==> config.mk <==
export PLATFORM = sky130hd
export DESIGN_NAME = cmd_mod
export DESIGN_NICKNAME = d
export VERILOG_FILES = /design/src/rtl/cmd_pkg.sv /design/src/rtl/cmd_mod.sv
export SDC_FILE = /design/constraint.sdc
export NUM_CORES = 2
export LEC_CHECK = 0
export BUFFER_PORTS_ARGS = -buffer_cell sky130_fd_sc_hd__buf_2
export CORE_MARGIN = 3
export CORE_UTILIZATION = 40
export DETAILED_ROUTE_END_ITERATION = 6
export SYNTH_ARGS = -nofsm -noshare
export SYNTH_HDL_FRONTEND = slang
export SYNTH_SLANG_ARGS = --single-unit
==> constraint.sdc <==
create_clock -name clk -period 10.4 [get_ports clk]
set_input_delay 1.56 -clock clk [delete_from_list [all_inputs] [get_ports clk]]
set_output_delay 1.56 -clock clk [all_outputs]
set_load 0.02 [all_outputs]
==> src/rtl/cmd_pkg.sv <==
// Shared types and constants for the chorus modulated delay block.
`default_nettype none
package cmd_pkg;

  // Frame geometry and configuration port
  localparam int FRAME_CH   = 8;
  localparam int CFG_IDX_W  = 3;
  localparam int CFG_DATA_W = 32;

  // Register field widths
  localparam int BASE_W  = 21;
  localparam int DEPTH_W = 15;
  localparam int FB_W    = 16;
  localparam int WET_W   = 16;
  localparam int INC_W   = 32;
  localparam int CC_W    = 4;

  // Register indexes
  localparam logic [CFG_IDX_W-1:0] REG_BASE_DELAY = 3'd0;
  localparam logic [CFG_IDX_W-1:0] REG_MOD_DEPTH  = 3'd1;
  localparam logic [CFG_IDX_W-1:0] REG_FEEDBACK   = 3'd2;
  localparam logic [CFG_IDX_W-1:0] REG_WET        = 3'd3;
  localparam logic [CFG_IDX_W-1:0] REG_LFO_INC    = 3'd4;
  localparam logic [CFG_IDX_W-1:0] REG_CH_COUNT   = 3'd5;

  // Register reset values
  localparam logic [BASE_W-1:0]  RST_BASE_DELAY = 21'd256000;
  localparam logic [DEPTH_W-1:0] RST_MOD_DEPTH  = 15'd16384;
  localparam logic [FB_W-1:0]    RST_FEEDBACK   = 16'd0;
  localparam logic [WET_W-1:0]   RST_WET        = 16'd16384;
  localparam logic [INC_W-1:0]   RST_LFO_INC    = 32'd0;
  localparam logic [CC_W-1:0]    RST_CH_COUNT   = 4'd2;

  // Unity gain in Q1.15
  localparam logic [16:0] GAIN_UNITY = 17'd32768;

  // Sine polynomial coefficients, Q16
  localparam logic [16:0] SIN_A = 17'd102944;
  localparam logic [16:0] SIN_B = 17'd42047;
  localparam logic [16:0] SIN_C = 17'd4640;

  // Top-level sequencer
  typedef enum logic [3:0] {
    ST_CLEAR, ST_IDLE, ST_MOD, ST_RD1, ST_RD2, ST_MAC2, ST_FBK, ST_WET, ST_DRY, ST_WB
  } cmd_state_t;

  // Steps of the shared modulation multiplier
  typedef enum logic [2:0] {
    MS_SQR, MS_C, MS_B, MS_Y, MS_DEPTH, MS_BASE, MS_PTR
  } mod_step_t;

  // Per-step strobes to the lanes
  typedef struct packed {
    logic mac1;
    logic mac2;
    logic fbk;
    logic wet;
    logic dry;
    logic wb;
    logic clr;
  } lane_ctl_t;

endpackage
`default_nettype wire

==> src/rtl/cmd_mod.sv <==
// LFO evaluation and delay pointer computation on one shared multiplier.
`default_nettype none
module cmd_mod import cmd_pkg::*; #(
  parameter int DELAY_DEPTH     = 8192,
  parameter int SINE_TABLE_BITS = 10,
  localparam int AW = $clog2(DELAY_DEPTH)
) (
  input  wire logic               clk,
  input  wire logic               rst_n,
  input  wire logic               start,
  input  wire logic [31:0]        phase,
  input  wire logic [AW-1:0]      wp,
  input  wire logic [BASE_W-1:0]  base_delay,
  input  wire logic [DEPTH_W-1:0] mod_depth,
  output logic                    done,
  output logic [7:0]              frac,
  output logic [AW-1:0]           rp1,
  output logic [AW-1:0]           rp2
);

  localparam int QB = SINE_TABLE_BITS - 2;
  localparam int DW = 23;
  localparam logic [DW-1:0] D_LO = 23'd256;
  localparam logic [DW-1:0] D_HI = DW'((DELAY_DEPTH - 1) * 256);
  localparam logic [AW:0]   DEPTH_L = (AW + 1)'(DELAY_DEPTH);
  localparam logic [AW-1:0] LAST_L  = AW'(DELAY_DEPTH - 1);

  logic                 busy_r;
  mod_step_t            step_r;
  logic [16:0]          x_r, x2_r, t1_r, t2_r;
  logic                 neg_r;
  logic signed [15:0]   lfo_r;
  logic signed [31:0]   fac_r;
  logic [DW-1:0]        d_r;
  logic [7:0]           f_r;
  logic [AW-1:0]        rp1_r, rp2_r;
  logic                 done_r;

  logic [SINE_TABLE_BITS-1:0] idx;
  logic [QB:0]          xq;
  logic [16:0]          x_start;
  logic signed [31:0]   ma, mb;
  logic signed [63:0]   prod;
  logic [16:0]          y;
  logic [15:0]          yh;
  logic [14:0]          ymag;
  logic [DW-1:0]        dprod;
  logic [AW-1:0]        n;
  logic [AW:0]          rsum;
  logic [AW-1:0]        rp1_c;

  // fold the phase into the first quadrant
  always_comb begin
    idx = phase[31 -: SINE_TABLE_BITS];
    if (idx[QB]) begin
      xq = {1'b1, {QB{1'b0}}} - {1'b0, idx[QB-1:0]};
    end else begin
      xq = {1'b0, idx[QB-1:0]};
    end
    x_start = 17'(xq) << (16 - QB);
  end

  // operand select for the shared multiplier
  always_comb begin
    case (step_r)
      MS_SQR:   begin ma = {15'b0, x_r};  mb = {15'b0, x_r};  end
      MS_C:     begin ma = {15'b0, x2_r}; mb = {15'b0, SIN_C}; end
      MS_B:     begin ma = {15'b0, x2_r}; mb = {15'b0, t1_r}; end
      MS_Y:     begin ma = {15'b0, x_r};  mb = {15'b0, t2_r}; end
      MS_DEPTH: begin ma = {17'b0, mod_depth}; mb = {{16{lfo_r[15]}}, lfo_r}; end
      MS_BASE:  begin ma = {11'b0, base_delay}; mb = fac_r; end
      default:  begin ma = '0; mb = '0; end
    endcase
    prod = ma * mb;
  end

  // shape results of each step
  always_comb begin
    y     = prod[32:16];
    yh    = y[16:1];
    ymag  = (yh > 16'd32767) ? 15'h7FFF : yh[14:0];
    dprod = prod[52:30];
    n     = d_r[AW+7:8];
    rsum  = {1'b0, wp} + DEPTH_L - {1'b0, n};
    if (rsum >= DEPTH_L) begin
      rsum = rsum - DEPTH_L;
    end
    rp1_c = rsum[AW-1:0];
  end

  // step control
  always_ff @(posedge clk) begin
    if (!rst_n) begin
      busy_r <= 1'b0;
      step_r <= MS_SQR;
      done_r <= 1'b0;
    end else begin
      done_r <= 1'b0;
      if (start) begin
        busy_r <= 1'b1;
        step_r <= MS_SQR;
      end else if (busy_r) begin
        case (step_r)
          MS_SQR:   step_r <= MS_C;
          MS_C:     step_r <= MS_B;
          MS_B:     step_r <= MS_Y;
          MS_Y:     step_r <= MS_DEPTH;
          MS_DEPTH: step_r <= MS_BASE;
          MS_BASE:  step_r <= MS_PTR;
          default: begin
            busy_r <= 1'b0;
            done_r <= 1'b1;
          end
        endcase
      end
    end
  end

  // datapath registers
  always_ff @(posedge clk) begin
    if (start) begin
      x_r   <= x_start;
      neg_r <= idx[QB+1];
    end else if (busy_r) begin
      case (step_r)
        MS_SQR:   x2_r <= prod[32:16];
        MS_C:     t1_r <= SIN_B - prod[32:16];
        MS_B:     t2_r <= SIN_A - prod[32:16];
        MS_Y:     lfo_r <= neg_r ? -$signed({1'b0, ymag}) : $signed({1'b0, ymag});
        MS_DEPTH: fac_r <= 32'sh4000_0000 + prod[31:0];
        MS_BASE: begin
          if (dprod < D_LO) begin
            d_r <= D_LO;
          end else if (dprod > D_HI) begin
            d_r <= D_HI;
          end else begin
            d_r <= dprod;
          end
        end
        default: begin
          f_r   <= d_r[7:0];
          rp1_r <= rp1_c;
          rp2_r <= (rp1_c == '0) ? LAST_L : rp1_c - AW'(1);
        end
      endcase
    end
  end

  assign done = done_r;
  assign frac = f_r;
  assign rp1  = rp1_r;
  assign rp2  = rp2_r;

endmodule
`default_nettype wire

==> key figures <==
Outcome
  – Outcome: finished clean

Critical path
  – CP Capture Type: register
  – FF-to-FF Start: step_r[0]
  – CP Launch Type: register
  – Crit-path max FO: a little over 40
  – Worst path slowest cell: nor2_1
  – CP arrival: a little over 10 ns
  – Crit path top cell by count: fa_1
  – CP endpoint: lfo_r[12]
  – Crit Path Class: register to register
  – CP required: roughly 11 ns
  – Worst R2R Setup Slack: 0.43 ns
  – FF-to-FF End: lfo_r[12]
  – R2R depth: 32
  – CP Launch Point: step_r[0]
  – Critical path's largest stage delay: a little over 0.7 ns

Placed design
  – Port Buffer Count: 96
  – Placer Congestion: 0.952
  – HPWL after DPL: ~85 mm

Timing
  – Setup violators final: 0
  – Achievable Freq: ~0.10 GHz
  – Worst Hold Margin: approximately 0.42 ns
  – Final period util: between 90% and 100%
  – TNS Setup: 0 ns
  – Slew margin rel.: between 10 and 15%
  – Minimum clock period: between 9 and 10 ns
  – Worst-Margin Slew: around 1.3 ns
  – Worst Clk Skew: 0.0109 ns
  – Final Hold Fails: 0
  – RSZ-0062 raised after global routing: false
  – Slew Viols, Final: 0

Power and ir drop
  – PwrDens: ~340 nW/um2
  – VDD IR-drop max: 0.740 mV
  – Leak: 16.2 nW

Logic synthesis
  – Ys async rst share: 0%
  – Syn. warnings: 0
  – Mux cell area share after synthesis: roughly 1.6%
  – Largest family of logic cells by synthesized area: adder cells
  – Post-synth EDFFs: around 160
  – Synthesized area: between 30000 and 40000 um2
  – Syn nets: 4482
  – Post-Syn Instances: 3579
  – Simple-Gate Fraction of Synth Area: between 10% and 20%
  – Flops & latches, synth: around 170
  – Post-synthesis xor/xnor area fraction: between 2 and 3%
  – Register area share after synthesis: around 15%
  – Synth Area in Adders: 46.7%
  – Complex-gate fraction of the synthesized area: under 10%
  – Synth Area per Inst: 9.12 um2
  – Synth cell types: between 90 and 100
  – Synth Flop Type: edfxtp_1

Cells and area
  – Multi-input gate area: about 24000 um2
  – Sequential cell area: between 5000 and 6000 um2
  – Antenna diode count: 0
  – Layout cells sized above 1: 10.4%
  – Area growth syn-to-layout: 10.2%
  – Filler cells: between 7000 and 8000
  – Final #Nets: 4625

CTS
  – Clock Root Buffer: clkbuf_16
  – Post-CTS setup buffers: 0
  – CTS H-Tree Depth: 4
  – CTS Hold Bufs: 0
  – CTS tree: done
  – Clk sinks: 169
  – Clk buf depth: 2
  – Clk_lat worst skew: 0.45 ns
  – Clock transition at the registers of the reported paths: roughly 0.070 ns
  – TritonCTS Buffers: 17

Drt
  – Drt wl/cell: a little over 20 um
  – Post-route DRC violation count: 0
  – Final wirelength: 99.1 mm
  – Antenna-violating nets left: 0
  – DRT iter0 DRCs: slightly below 2000
  – TritonRoute pass-1 iters: 6
  – DR vias/cell: 5.28
  – Via count: around 25000

Floorplanning
  – Die W: about 290 um
  – Die Ht: roughly 300 um
  – Cell Rows: approximately 100
  – Die area: about 85000 um2
  – Core area: ~81000 um2
  – Starting density of the core: around two fifths
  – Top-Level Pins: 119

Hold path
  – HP Class: register to register

Run
  – Max-Cap Viols: 0

GRT
  – Initial antenna violation count: 1
  – Global-route wire length before repair: 157 mm
  – Gr ovfl total: 0
  – GR Util All Layers: ~24%
  – Number of global-route vias before repair: 26000
  – Pin count of the biggest net entering global routing: 45
-- how the worst min path moves through the flow --
stage                       from  endpoint  slack, ns  cells past startpoint
final                     d_r[7]   frac[7]       0.42                      0
after global routing      d_r[3]   frac[3]       0.44                      0
after CTS                 d_r[7]   frac[7]       0.43                      0
after detailed placement  d_r[5]   frac[5]       0.40                      0
after global placement    d_r[7]   frac[7]       0.41                      0
after floorplan           d_r[0]   frac[0]       0.40                      0
-- final cells by class --
class	instances	share of cell area [%]
Inverter	759	7.92
Multi-Input combinational cell	2501	67.4
Clock inverter	15	0.348
Sequential cell	169	14.0
Timing Repair Buffer	274	5.43
Tap cell	1060	3.69
Clock buffer	17	1.18
-- power breakdown --
part / internal (W) / switching [W] / total, W
sequential: 0.00155 / 0.0000322 / 0.00158
clock: 0.000330 / 0.000287 / 0.000617
combinational: 0.00369 / 0.00645 / 0.0101
total: 0.00558 / 0.00677 / 0.0123
-- cell usage in the layout, fill, tap and decap left out, types with 9 or more instances in the layout --
master / n
o21ai_1: 12
ha_1: 155
fa_1: 663
inv_1: 756
nor2_1: 354
buf_2: 96
buf_4: 167
a21oi_1: 104
mux2i_1: 33
a21o_1: 13
and2_1: 23
mux2_2: 16
nand2b_1: 17
o21ai_0: 50
clkbuf_16: 17
o31ai_1: 9
and3_1: 15
o22a_1: 9
o21a_1: 13
o22ai_1: 15
xor2_1: 28
buf_12: 11
nand2_1: 575
a22o_1: 12
a31oi_1: 17
nor2b_1: 12
nand3_1: 39
xnor2_1: 64
edfxtp_1: 164
nand4_1: 15
o211ai_1: 13
a22oi_1: 15
nor3_1: 33
-- worst max-delay path: cells and delay by family (launching register included) --
family / cells / cell delay [ns]
fa+ha+maj: 9 / 4.27
simple gates: 8 / 2.16
buf+inv: 7 / 1.09
compound gates: 5 / 0.72
flops: 1 / 0.71
mux: 2 / 0.56
xor+xnor: 1 / 0.29
-- cells by family after synthesis --
family | count (synthesis)
AOI/OAI and AO/OA | 382
DFF | 169
buffers and inverters | 909
xor gates and xnor gates | 95
and+or+nand+nor | 1154
adders and majority gates | 819
muxes | 51
-- sequential cells by signal, indices dropped and copies added (netlist names), 3 cells and up --
register and flops:
rp2 13, rp1 13, frac 8, fac_r 32, step_r 3, d_r 21
x2_r 17, x_r 9, t1_r 17, lfo_r 16, t2_r 17
-- routing by layer --
layer	up-vias	global-route usage, %	part of all wire (%)
met1	12900	35.1	45
met3	124	3.62	7.5
met5	-	0	0.018
met4	2	7.17	3.2
li1	11300	-	-
met2	920	37.1	45
-- cells in the mapped netlist (all sizes together), types with 15 or more instances --
library cell,number,share of area [%]
nand2,578,6.7
a21oi,112,1.8
nor3,35,0.54
o21ai,64,0.99
xnor2,66,1.8
ha,156,6.0
edfxtp,164,15
fa,663,41
xor2,29,0.78
inv,757,8.7
a22oi,17,0.42
o211ai,15,0.38
nand2b,17,0.33
nand3,39,0.60
clkbuf,119,1.4
nand4,16,0.33
nor2,358,4.1
o22ai,17,0.33
a31oi,17,0.33
buf,31,0.46
and2,25,0.48
mux2i,33,1.0
and3,15,0.29
mux2,18,0.62
-- through the flow --
stage	instances	utilization (%)	instance area [um2]	power, W	setup slack, ns
5_1_grt	4795	44.6	36000	0.0133	0.0541
4_1_cts	4795	44.5	35900	0.0122	0.255
3_5_place_dp	4763	43.8	35400	0.0115	-0.105
6_report	4795	44.6	36000	0.0123	0.427
3_3_place_gp	4763	43.8	35400	0.0115	-0.0810
2_1_floorplan	3579	-	32600	0.00776	0.518
-- repair_timing --
action	4_1_cts	5_1_grt
hold endpoints to repair	0	0
setup endpoints to repair	0	12
gates resized for setup	0	11
No activity file was read; power rests on OpenSTA's default activity.
