`src/rtl/cmd_pkg.sv`:
```
// Shared types and constants for the chorus modulated delay block.
`default_nettype none
package cmd_pkg;

  // Frame geometry and configuration port
  localparam int FRAME_CH   = 8;
  localparam int CFG_IDX_W  = 3;
  localparam int CFG_DATA_W = 32;

  // Register field widths
  localparam int BASE_W  = 21;
  localparam int DEPTH_W = 15;
  localparam int FB_W    = 16;
  localparam int WET_W   = 16;
  localparam int INC_W   = 32;
  localparam int CC_W    = 4;

  // Register indexes
  localparam logic [CFG_IDX_W-1:0] REG_BASE_DELAY = 3'd0;
  localparam logic [CFG_IDX_W-1:0] REG_MOD_DEPTH  = 3'd1;
  localparam logic [CFG_IDX_W-1:0] REG_FEEDBACK   = 3'd2;
  localparam logic [CFG_IDX_W-1:0] REG_WET        = 3'd3;
  localparam logic [CFG_IDX_W-1:0] REG_LFO_INC    = 3'd4;
  localparam logic [CFG_IDX_W-1:0] REG_CH_COUNT   = 3'd5;

  // Register reset values
  localparam logic [BASE_W-1:0]  RST_BASE_DELAY = 21'd256000;
  localparam logic [DEPTH_W-1:0] RST_MOD_DEPTH  = 15'd16384;
  localparam logic [FB_W-1:0]    RST_FEEDBACK   = 16'd0;
  localparam logic [WET_W-1:0]   RST_WET        = 16'd16384;
  localparam logic [INC_W-1:0]   RST_LFO_INC    = 32'd0;
  localparam logic [CC_W-1:0]    RST_CH_COUNT   = 4'd2;

  // Unity gain in Q1.15
  localparam logic [16:0] GAIN_UNITY = 17'd32768;

  // Sine polynomial coefficients, Q16
  localparam logic [16:0] SIN_A = 17'd102944;
  localparam logic [16:0] SIN_B = 17'd42047;
  localparam logic [16:0] SIN_C = 17'd4640;

  // Top-level sequencer
  typedef enum logic [3:0] {
    ST_CLEAR, ST_IDLE, ST_MOD, ST_RD1, ST_RD2, ST_MAC2, ST_FBK, ST_WET, ST_DRY, ST_WB
  } cmd_state_t;

  // Steps of the shared modulation multiplier
  typedef enum logic [2:0] {
    MS_SQR, MS_C, MS_B, MS_Y, MS_DEPTH, MS_BASE, MS_PTR
  } mod_step_t;

  // Per-step strobes to the lanes
  typedef struct packed {
    logic mac1;
    logic mac2;
    logic fbk;
    logic wet;
    logic dry;
    logic wb;
    logic clr;
  } lane_ctl_t;

endpackage
`default_nettype wire

```
`src/rtl/cmd_merge.sv`:
```
// Frame capture and output register: joins lane results with pass-through lanes.
`default_nettype none
module cmd_merge import cmd_pkg::*; #(
  parameter int LANES       = 8,
  parameter int SAMPLE_BITS = 24
) (
  input  wire logic                                   clk,
  input  wire logic                                   rst_n,
  input  wire logic                                   load,
  input  wire logic [FRAME_CH-1:0][SAMPLE_BITS-1:0]   frame_in,
  output logic      [FRAME_CH-1:0][SAMPLE_BITS-1:0]   frame_x,
  input  wire logic                                   wb,
  input  wire logic [LANES-1:0]                       active,
  input  wire logic [LANES-1:0][SAMPLE_BITS-1:0]      lane_y,
  input  wire logic                                   out_ready,
  output logic                                        out_valid,
  output logic      [FRAME_CH-1:0][SAMPLE_BITS-1:0]   out_frame
);

  logic [FRAME_CH-1:0][SAMPLE_BITS-1:0] x_r, o_r;
  logic                                 v_r;

  // hold the accepted input word
  always_ff @(posedge clk) begin
    if (load) begin
      x_r <= frame_in;
    end
  end

  // merge lane results; inactive and missing lanes pass their input
  always_ff @(posedge clk) begin
    if (wb) begin
      for (int i = 0; i < FRAME_CH; i++) begin
        o_r[i] <= x_r[i];
        if (i < LANES) begin
          if (active[i]) begin
            o_r[i] <= lane_y[i];
          end
        end
      end
    end
  end

  // output word valid
  always_ff @(posedge clk) begin
    if (!rst_n) begin
      v_r <= 1'b0;
    end else if (wb) begin
      v_r <= 1'b1;
    end else if (out_ready) begin
      v_r <= 1'b0;
    end
  end

  assign frame_x   = x_r;
  assign out_valid = v_r;
  assign out_frame = o_r;

endmodule
`default_nettype wire

```
`config.mk`:
```
export PLATFORM = sky130hd
export DESIGN_NAME = cmd_merge
export DESIGN_NICKNAME = d
export VERILOG_FILES = /design/src/rtl/cmd_pkg.sv /design/src/rtl/cmd_merge.sv
export SDC_FILE = /design/constraint.sdc
export NUM_CORES = 1
export LEC_CHECK = 0
export BUFFER_PORTS_ARGS = -buffer_cell sky130_fd_sc_hd__buf_2
export CORE_AREA = 2 2 308 310
export DETAILED_ROUTE_END_ITERATION = 16
export DIE_AREA = 0 0 310 312
export HOLD_SLACK_MARGIN = 0.06
export PLACE_DENSITY = 0.41
export RECOVER_POWER = 100
export SYNTH_ARGS = -nofsm -noshare
export SYNTH_HDL_FRONTEND = slang
export SYNTH_SLANG_ARGS = --single-unit
```
`constraint.sdc`:
```
create_clock -name clk -period 1 [get_ports clk]
set_input_delay 0.2 -clock clk [delete_from_list [all_inputs] [get_ports clk]]
set_output_delay 0.2 -clock clk [all_outputs]
set_load 0.005 [all_outputs]
```
==> results of run 1 <==
-- synth_stat cells (all sizes together) --
cell type / number
o21a: 1
nor2b: 1
buf: 24
edfxtp: 384
dfxtp: 1
mux2: 192
-- kinds of logic after synthesis --
group / synth area share (%)
simple gates: 0.0425
flops: 78.4
mux: 18.7
compound gates: 0.0510
buf+inv: 2.78
-- power by group --
group,internal [W],total (W),switching [W]
clock network,0.0102,0.0169,0.00679
logic,0.00389,0.00622,0.00233
registers,0.0193,0.0198,0.000537
-- through the flow --
stage                     instances  setup TNS [ns]
after floorplan                 603               0
after global placement         2716          -33.24
after detailed placement       2716          -37.07
after CTS                      3268         -148.78
after global routing           3281         -188.87
final                          3281         -128.32
-- how the worst min path moves through the flow --
stage,from,end,slack (ns),depth (start not counted)
4_1_cts,active[7],out_frame[170],0.09,3
3_3_place_gp,frame_in[190],frame_x[190],0.38,1
3_5_place_dp,frame_in[157],frame_x[157],0.38,1
2_1_floorplan,frame_in[0],frame_x[0],0.30,0
6_report,active[7],out_frame[170],0.15,3
5_1_grt,active[0],out_frame[19],0.12,3
-- per-layer routing --
| layer | up-vias | routed length [µm] |
|---|---|---|
| met5 | - | 27 |
| met4 | 4 | 1710 |
| met3 | 102 | 4600 |
| met2 | 463 | 30000 |
| met1 | 5395 | 18600 |
| li1 | 5218 | - |
-- worst max-delay path, delay by kind of cell (launching register included) --
family	cells	cell delay [ns]
DFF	1	0.39
buffers and inverters	3	0.37
-- what timing repair did --
| action | CTS | global route |
|---|---|---|
| endpoints found under the setup margin | 390 | 484 |
| hold buffers | 395 | 0 |
| hold endpoints to repair | 401 | 0 |
| setup buffers | 85 | 47 |
| pin swaps | 0 | 0 |
| resized for setup | 35 | 40 |
-- flip-flops by register name, indices dropped and copies added, names as in the netlist --
signal     count
frame_x      192
out_frame    192
out_valid      1
-- cell type report --
class / count / area share (%)
diodes: 1 / 0.00929
repair buffers: 1365 / 36.1
well taps: 1254 / 5.82
clock buffers: 57 / 4.66
flip-flops and latches: 385 / 42.9
clock inverters: 25 / 0.915
multi-input cells: 194 / 9.59
==> out/results.txt, run 1 <==
TritonCTS built the clock tree. STA puts the critical path data arrival time at 1.35 ns. In this run the cell area measured after placement is 20,900 µm². The cell row count was 112; the number of nets still failing antenna checks after routing was 0. The mapped netlist covers 14,700 µm². After detailed routing, the number of vias per cell comes to 3.41. For the pin with the worst max-slew slack, the measured transition is 0.650 ns. The checks that failed: setup timing.

The fraction of met3 tracks used by global routing was 3.78%. STA puts the critical path data required time at 0.80 ns. The post-synthesis cell type with the largest combined area was edfxtp_1. Measured along the x axis, the die boundary spans 310 µm. Across every metal layer, demand over resource in global routing totals 10.8%. The H-tree generated during clock tree synthesis spans 2 levels. The number of antenna violations at the first check in global routing came out at 4. Summed over all nets, the half-perimeter wirelength after detailed placement is 41.6 mm. Static timing analysis puts the maximum clock frequency at 0.643 GHz.

The logs give 442 for the DRC violation total after the first TritonRoute iteration and 29.0% for the final core area utilization. Final hold slack: 0.152 ns. In this design, the stage delay of the slowest critical-path cell is 0.39 ns. By instance count, the cell type seen most on the critical path is buf_6. After floorplanning, the core was sized to cover 93,000 µm². Synthesis produced a netlist with a net count of 1,000. After routing the design area is 26,900 µm². The worst setup path is launched from a flip-flop. The tools report the overall power after layout as 0.0430 W.

The number of sinks driven by the clock tree was 385. End point of the critical path: frame_x[33]. Averaged over all synthesized cells, the footprint is 24.4 µm². The count of synthesis-stage warnings from yosys was 0. The area share of the largest cell type after synthesis came out at 78.2%. Setup repair after global routing could not meet its margin everywhere. The count of buffers added on input and output ports is 781. The cell count after synthesis was 603. The flow ran to the end, but the final reports show violations. Setup violations remaining at the end of the flow were counted as 526. The tools report the last weighted congestion value of the routability-driven placer as 0.825. In this run the critical register-to-register path is captured at out_frame[127].

The run gives 0 as the remaining global-route overflow. For the final count of hold timing violations, the log shows 0. Leaving out fill and tap cells, the most frequent cell in the layout is buf_2. Layer with the highest usage after global routing: met2. Across all layers, the routed design uses 11,200 vias. The effective utilization at floorplan is 15.8%. In the final layout, the multi-input gates occupy 2580 µm².

The post-route clock period utilization works out to 155%. The critical path is of the flip-flop to primary output type. The proportion of layout cells with a drive suffix above 1 was 57.1%; the aggregate routed wire length was 54.9 mm. Leaving out fill and tap cells, the most frequent cells in the layout are buf_2, dlygate4sd3_1, edfxtp_1. The signal on the critical path passes through buf_6, buf_6, buf_6. The tool flagged a number of max-cap violations equal to 0. The slowest stage of the critical path is the edfxtp_1 cell.

The highest net fanout along the worst path was 2; the maximum buffer depth of the clock tree was 3. After synthesis, the netlist uses 8 different library cells. By area the synthesized netlist is led by edfxtp_1, mux2_4, mux2_2.

The path class of the tightest hold or removal check is primary input to flip-flop. The post-synthesis sequential element count is 385, and the sequential area share after synthesis is 78.4%. The worst setup path is captured at a primary output. In this run the vertical extent of the chip is 312 µm. In the final design database the tool counted 2,389 nets.

The DRC violation count after routing is 0. Number of global-route vias before repair: 12,400. The tools report the beginning of the critical path as frame_x[33]. The largest voltage drop on the vdd net came out at 1.29 mV. The logs give 0 for the number of pins exceeding their max-slew limit in the final report and 77.1 mm for the global-route wire length before repair.

In this run the static leakage power is 11.5 nW. Relative to the synthesized area, the layout overhead comes to 82.8%. The tools report the full die area as 96,700 µm². Entering global routing, the biggest net connects 24 pins.

The setup slack after layout was -0.555 ns; the number of inserted filler cells in the final layout was 9,520. The clock transition at the registers of the reported paths came out at 0.06 ns. Power density of the placed cells: 1590 nW/µm². The clock period minus final worst setup slack is 1.55 ns, and the met2 global-route usage is 21.0%. For flop-to-flop paths, the worst setup slack is -0.14 ns. After detailed routing, the average wire length per cell comes to 16.7 µm. The worst pin sits at a relative slew slack of 56.7%.

The logs give 10.3% for the met1 layer usage reported by global route and -0.178 ns for the worst slack at placement. The launch point of the worst reg-to-reg path is frame_x[127]. Across the whole layout, storage elements account for 11,600 µm². In this run, CTS created clock tree buffers numbering 46. In this run the count of I/O pins placed on the die edge is 782.

On the final layout, the worst clock skew is 0.0166 ns. The pre-antenna-repair detailed-routing pass consisted of 5 iterations. The clock insertion delay at the later pin of the skew report came out at 0.59 ns. The clock root buffer master is clkbuf_16. Measured in cells, the most critical reg-to-reg path has a length of 2.
Power figures use the tool's default switching activity.
==> run 2, diff against run 1 <==
--- a/config.mk
+++ b/config.mk
@@ -6,11 +6,11 @@
 export NUM_CORES = 1
 export LEC_CHECK = 0
 export BUFFER_PORTS_ARGS = -buffer_cell sky130_fd_sc_hd__buf_2
-export CORE_AREA = 2 2 308 310
+export CORE_AREA = 2 2 303 305
 export DETAILED_ROUTE_END_ITERATION = 16
-export DIE_AREA = 0 0 310 312
+export DIE_AREA = 0 0 305 307
 export HOLD_SLACK_MARGIN = 0.06
-export PLACE_DENSITY = 0.41
+export PLACE_DENSITY = 0.4
 export RECOVER_POWER = 100
 export SYNTH_ARGS = -nofsm -noshare
 export SYNTH_HDL_FRONTEND = slang
==> constraint.sdc (replaced) <==
create_clock -name clk -period 1.75 [get_ports clk]
set_input_delay 0.35 -clock clk [delete_from_list [all_inputs] [get_ports clk]]
set_output_delay 0.35 -clock clk [all_outputs]
set_load 0.005 [all_outputs]
==> run 2 against run 1 <==
Compared with the run above: the run now ends clean; sequential share of layout area up 5.1 points; combinational power down 57%; setup slack better by 0.69 ns; register-to-register slack better by 0.64 ns; utilization down 2.4 points; power down 47%; worst hold slack worse by 0.043 ns; global-route usage down 0.23 points; highest routed layer unchanged.
==> out/results.txt, run 2 (same netlist as run 1, synthesis figures left out) <==
The cell row count came out at 111. Adding up every negative setup slack in the final design gives 0 ns. Input and output buffers added on the ports amount to 781. In this run the worst hold path is classified as primary input to flip-flop.

The number of pins exceeding their max-slew limit in the final report was 0. Along the worst path, the maximum fanout reaches 31. Depth of the worst hold-timing path: 2. The slowest stage cell on the critical path was clkbuf_2. The run gives 2,209 as the number of nets at the end of the flow.

The critical path contains buffers and inverters numbering 3 combined. The logic depth of the worst register-to-register path is 3, and the fraction of met3 tracks used by global routing is 3.38%. The tree is rooted in a clkbuf_16. For this design the ratio of total power to cell area is 949 nW/µm². The run gives 0.796 as the last weighted congestion value of the routability-driven placer. The die covers 93,600 µm².

Subtracting the final worst setup slack from the clock period gives 1.62 ns. The via-per-instance ratio was 3.43. Layer with the highest usage after global routing: met2. Counting every sink on the clock net gives 385. Measured against its own limit, the worst slew margin works out to 28.9%. Of the available clock period, the critical path in the final layout requires 92.4%. The library cell used most frequently in the layout, excluding fill and tap cells, is buf_2.

The detailed router placed 10,400 vias in this run. No sink is reached through more buffers than the 3 on the longest clock path. The wire length per cell after detailed routing is 17.4 µm. Final count of hold timing violations: 0.

The run gives 9,604 as the number of inserted filler cells in the final layout. The largest net degree at the start of global routing was 49; the number of global-route vias before repair was 11,300. Traced cell by cell, the critical path runs through clkbuf_1, clkbuf_2, clkbuf_4. The run gives 40.1 mm as the final HPWL from detailed placement.

Overall power after layout: 0.0229 W. The core region is 90,700 µm². Setup repair after global routing left no endpoint under its margin.

The depth of the critical timing path with buffers and inverters included is 3. The area growth from synthesis to final layout was 63.5%. Data on the critical path arrives at its endpoint at 1.83 ns.

The run finished with clean final reports. After detailed routing, the number of remaining DRC violations is 0. Final-report setup violation count: 0.

For this design the static power due to leakage is 9.15 nW. Across the run, the number of max-cap violations was 0. Total routing resource utilization after global routing: 10.5%.

The critical path start-end classification was primary input to flip-flop. Delay contributed by the slowest stage of the critical path: 0.65 ns. The first global-routing pass estimated 73.1 mm of wire.

For met2 alone, demand over resource in global routing was 19.2%. The aggregate routed wire length is 52.7 mm. The detailed-router iteration count before antenna repair was 5; the die outline height was 307 µm. The logs give 46 for the number of buffers created by CTS and 2 for the total number of H-tree levels. Clock transition at the registers of the reported paths: 0.05 ns. The worst-case IR drop observed on VDD is 0.779 mV. After the first detailed-routing iteration, the DRC count stood at 453.

In this design, the largest share of critical-path delay is due to buffers and inverters. In the final layout, the multi-input gates occupy 2180 µm². The worst setup path is launched from a primary input.

From left edge to right edge, the die measures 305 µm. The tools report the critical path capture point type as a flip-flop. Once the floorplan was initialized, standard cells occupied 16.3% of the core. Summed over all layers, the global routing overflow is 0. The slew at the pin with the worst max-slew slack is 1.07 ns, and the clock insertion delay at the later pin of the skew report is 0.58 ns. The run gives 0.618 GHz as the maximum frequency from static timing analysis. The top cell types in the final layout, fill and taps aside, are buf_2, edfxtp_1, dlygate4sd3_1. Post-CTS repair changed the size of 0 cells.

Cells with a size suffix above 1 make up 32.3% of the layout. Once detail routing completed, the nets flagged for antenna violations numbered 0. In this run the count of I/O pins placed on the die edge is 782. The logs give 1.96 ns for the data required time at the worst endpoint and 0.0133 ns for the worst-case clock skew. The sequential cells in the finished layout cover a total of 11,600 µm². Number of antenna violations at the first check in global routing: 6.

Global routing used 11.5% of the available met1 tracks. TritonCTS built the clock tree.
-- run 2: cell count changes in the layout (fill, tap and decap cells not counted), sizes merged --
cell,previous run,this run
buf,945,490
clkbuf,84,388
dlygate4sd3,391,366
clkinv,19,14
bufinv,5,2
dlymetal6s4s,2,0
inv,1,2
-- run 2: per-stage QoR --
step	area [µm²]	util (%)	std cells	hold WS, ns	worst slack [ns]
detailed placement	20200	22.3	2583	0.528	0.338
finish	24100	26.6	3028	0.110	0.133
global route	24100	26.6	3028	0.0721	0.0508
floorplan	14700	-	603	0.449	0.601
CTS	25200	27.8	3027	0.0615	0.0861
global placement	20200	22.3	2583	0.526	0.352
-- run 2: final cells by class --
type,instances,area share (%)
clock inverters,18,0.628
diodes,1,0.0104
flip-flops and latches,385,47.9
repair buffers,1185,31.2
well taps,1186,6.16
multi-input cells,194,9.04
clock buffers,59,4.98
-- run 2: power breakdown --
group | switching [W] | internal [W]
logic | 0.00119 | 0.00147
registers | 0.000309 | 0.0110
clock network | 0.00379 | 0.00510
total | 0.00529 | 0.0176
-- run 2: timing repair --
item / in CTS / in global routing
buffers inserted: 1 / 0
endpoints found under the setup margin: 1 / 0
hold endpoints to repair: 365 / 0
hold buffers: 366 / 0
-- run 2: worst paths after layout --
| check | from | endpoint | slack [ns] |
|---|---|---|---|
| hold / removal | lane_y[87] | out_frame[87] | 0.11 |
| setup / recovery | load | frame_x[4] | 0.13 |
| setup reg to reg | out_valid | out_valid | 0.50 |
| hold reg to reg | frame_x[33] | out_frame[33] | 0.55 |
-- run 2: layer usage --
metal  routed length (µm)  share of wire [%]
met1                19900                 38
met2                27200                 52
met3                 3990                7.6
met4                 1490                2.8
met5                   27              0.051
==> run 3, diff against run 2 <==
--- a/config.mk
+++ b/config.mk
@@ -5,12 +5,13 @@
 export SDC_FILE = /design/constraint.sdc
 export NUM_CORES = 1
 export LEC_CHECK = 0
+export ABC_AREA = 1
 export BUFFER_PORTS_ARGS = -buffer_cell sky130_fd_sc_hd__buf_2
-export CORE_AREA = 2 2 303 305
+export CORE_AREA = 3 3 301 303
 export DETAILED_ROUTE_END_ITERATION = 16
-export DIE_AREA = 0 0 305 307
+export DIE_AREA = 0 0 304 306
 export HOLD_SLACK_MARGIN = 0.06
-export PLACE_DENSITY = 0.4
+export PLACE_DENSITY = 0.41
 export RECOVER_POWER = 100
 export SYNTH_ARGS = -nofsm -noshare
 export SYNTH_HDL_FRONTEND = slang
==> constraint.sdc (replaced) <==
create_clock -name clk -period 1.5 [get_ports clk]
set_input_delay 0.3 -clock clk [delete_from_list [all_inputs] [get_ports clk]]
set_output_delay 0.3 -clock clk [all_outputs]
set_load 0.005 [all_outputs]
==> run 3 against run 2 <==
Compared with the run above: the run now ends with setup timing left; design area is 4.3% higher; area after synthesis decreased by 1.5%; register-to-register slack got worse by 0.13 ns; power up 22%; synthesized cell count is 67% higher; utilization is 1.9 points higher; via count increased by 20%; critical endpoint is now frame_x[55]; largest cell class unchanged; largest power group unchanged.
==> out/results.txt, run 3 <==
By count the netlist is led by edfxtp_1, inv_1, nand2_1. STA classifies the critical path startpoint as a primary input. The count of synthesis-stage warnings from yosys is 0. The logs give 16.5% for the effective utilization at floorplan and -0.0786 ns for the setup slack after layout.

Top layer reached by signal wires: met5. The final core area utilization is 28.5%. The final reports fail on setup timing. The tools report the clock root buffer master as clkbuf_16.

The tool flagged a number of max-cap violations equal to 0. CTS built an H-tree with a depth of 2. The clock insertion delay at the later pin of the skew report is 0.56 ns. The path with the worst hold slack has its endpoint at out_frame[90].

The tools report the final HPWL from detailed placement as 45.4 mm. The start point of the worst min-delay path was lane_y[90]. The depth of the worst hold-timing path was 3; the die outline height was 306 µm.

For this run, design rule violations remaining after detail routing come to 0. Counting I/O delays and the setup requirement, the final critical path takes 1.58 ns. Counting cells, the worst reg-to-reg path comes to 3. Total number of vias: 12,400. The synthesized netlist occupies a cell area of 14,500 µm².

The min-delay analysis places its worst path in the category primary input to flip-flop. The flow ran to the end, but the final reports show violations. Total of buffers placed on input and output ports: 781.

Final count of hold timing violations: 0. The via-per-instance ratio is 3.58. The last weighted congestion value of the routability-driven placer came out at 0.834.

Minimum setup slack among reg-to-reg paths: 0.37 ns. The number of nets in the synthesized netlist is 1,403. TritonCTS built the clock tree. Die width: 304 µm. Setup repair after global routing could not meet its margin everywhere. After synthesis, the netlist uses 14 different library cells.

Synthesis inferred 385 register bits. The worst register-to-register path begins at out_valid. The detail route stage leaves a number of antenna-violating nets equal to 0. In the final timing run, aggregate negative setup slack is -4.46 ns.

After technology mapping, the gate count stands at 1,006. During I/O placement, the number of pins put on the boundary was 782. The wire length per cell after detailed routing was 16.8 µm. Sequential elements use 79.5% of the synthesized area. In the layout the commonest cells are buf_2, dlygate4sd3_1, edfxtp_1.

The floorplan step defined a die boundary enclosing 93,000 µm². After clock tree synthesis, the clock-pin slew on the worst setup and hold paths is 0.06 ns. Cell row count: 109.

The worst reg2reg path endpoint was out_valid. The logs give 5 for the detailed-router iteration count before antenna repair and 4.86 mm for the met3 layer wire length in the routed design. Dividing total power by cell area gives a power density of 1110 nW/µm². Clock tree synthesis found a total of 385 sinks. The slew at the pin with the worst max-slew slack is 0.671 ns. Based on the critical path, the design can be clocked at up to 0.633 GHz. Largest net degree at the start of global routing: 49.

Averaged over all synthesized cells, the footprint is 14.4 µm². For this run, the total global-route usage over all layers was measured as 11.9%. Wire segments on met2 add up to 29.7 mm in the final route.

Number of pins exceeding their max-slew limit in the final report: 0. Setup violations remaining at the end of the flow were counted as 82. Data on the critical path arrives at its endpoint at 1.84 ns. The area share of the largest cell type after synthesis was 79.4%; the overall power after layout was 0.0279 W. Of the cells placed in the final design, the portion with a size suffix greater than 1 is 28.8%. On the final layout, the worst hold slack is 0.106 ns.

The critical path is of the primary input to flip-flop type. Headroom to the max-slew limit came out at 55.3%. The post-synthesis async set-or-reset flop share is 0%.

The first global-routing pass estimated 84.4 mm of wire. The run gives 9,270 as the number of inserted filler cells in the final layout. The detailed router finished its first iteration with 568 violations. The number of nets at the end of the flow is 2,663.

Summed over all layers, the global routing overflow is 0. Number of global-route vias before repair: 13,400. Relative to the synthesized area, the layout overhead comes to 73.1%. The floorplan core area came out at 88,200 µm². In this run, CTS created clock tree buffers numbering 46. The number of enable-type register cells in the synthesized netlist works out to 384. STA puts the critical path data required time at 1.76 ns. Of all nets on the critical path, the largest fanout is 20. Counting along the longest clock path gives a buffer depth of 3. Dividing the final minimum period by the clock period gives 105%. For the number of antenna violations at the first check in global routing, the log shows 8.

In the post-synthesis netlist, the cell with the most instances is edfxtp_1. Once layout is complete, the cells apart from fillers number 3,464. The worst-case IR drop observed on VDD is 0.727 mV. The worst-case clock skew came out at 0.0149 ns. In the synthesized netlist the dominant register cell turns out to be edfxtp_1. For this block, the routed nets add up to 58.2 mm of wire. In this run the static leakage power is 10.6 nW.

Count of antenna diodes in the layout: 0. The total placed cells including tap cells is 2,978. The detailed-routing wirelength on met1 was 20.8 mm. The largest total area in the synthesized netlist belongs to edfxtp_1. The most common cell after layout, fill and taps aside is buf_2. By area the synthesized netlist is led by edfxtp_1, inv_1, nand2_1.

The worst setup path is captured at a flip-flop.
-- run 3: power by group --
part,total [W],switching [W],internal [W]
clock,0.0113,0.00436,0.00693
sequential,0.0132,0.000412,0.0128
combinational,0.00338,0.00163,0.00175
-- run 3: repair_timing --
action                     CTS  global route
hold endpoints to repair   396             0
gates resized for setup      5             3
hold buffers               385             0
setup endpoints to repair   39            32
setup buffers               16             4
cloned                       0             0
-- run 3: cell type report --
cell class,count,area [µm²],area share [%]
Sequential cell,385,11600,45.9
Timing Repair Buffer,1252,8130,32.3
Multi-Input combinational cell,386,1760,6.99
Tap cell,1165,1460,5.80
Clock buffer,59,1260,5.03
Inverter,195,732,2.91
Clock inverter,22,254,1.01
-- run 3: critical path, cell delays in order --
cell and delay, ns:
dlygate4sd3_1 0.54, clkbuf_8 0.19, clkbuf_2 0.50, buf_12 0.25
-- run 3: worst max path at each step --
stage | start | end | slack, ns | depth (start not counted)
floorplan | active[0] | out_frame[10] | 0.57 | 4
global placement | load | frame_x[66] | 0.28 | 3
detailed placement | load | frame_x[66] | 0.27 | 3
CTS | frame_x[119] | frame_x[119] | -0.13 | 1
global route | frame_x[119] | frame_x[119] | -0.11 | 1
finish | load | frame_x[55] | -0.08 | 4
-- run 3: per-layer routing --
layer  track usage (%)  up-vias
met5                 0        -
met4              5.55        2
met3              4.00      144
met2              21.9      569
met1              12.2     5751
li1                  -     5946
-- run 3: cell families after synthesis --
| family | share of synthesized area (%) |
|---|---|
| simple gates | 5.26 |
| buf+inv | 7.52 |
| compound gates | 7.68 |
| flops | 79.5 |
-- run 3: metrics by stage --
stage                     setup WS, ns  area (µm²)
after floorplan                  0.565       14500
after global placement           0.282       20200
after detailed placement         0.269       20200
after CTS                       -0.131       25800
after global routing            -0.111       25100
final                          -0.0786       25100
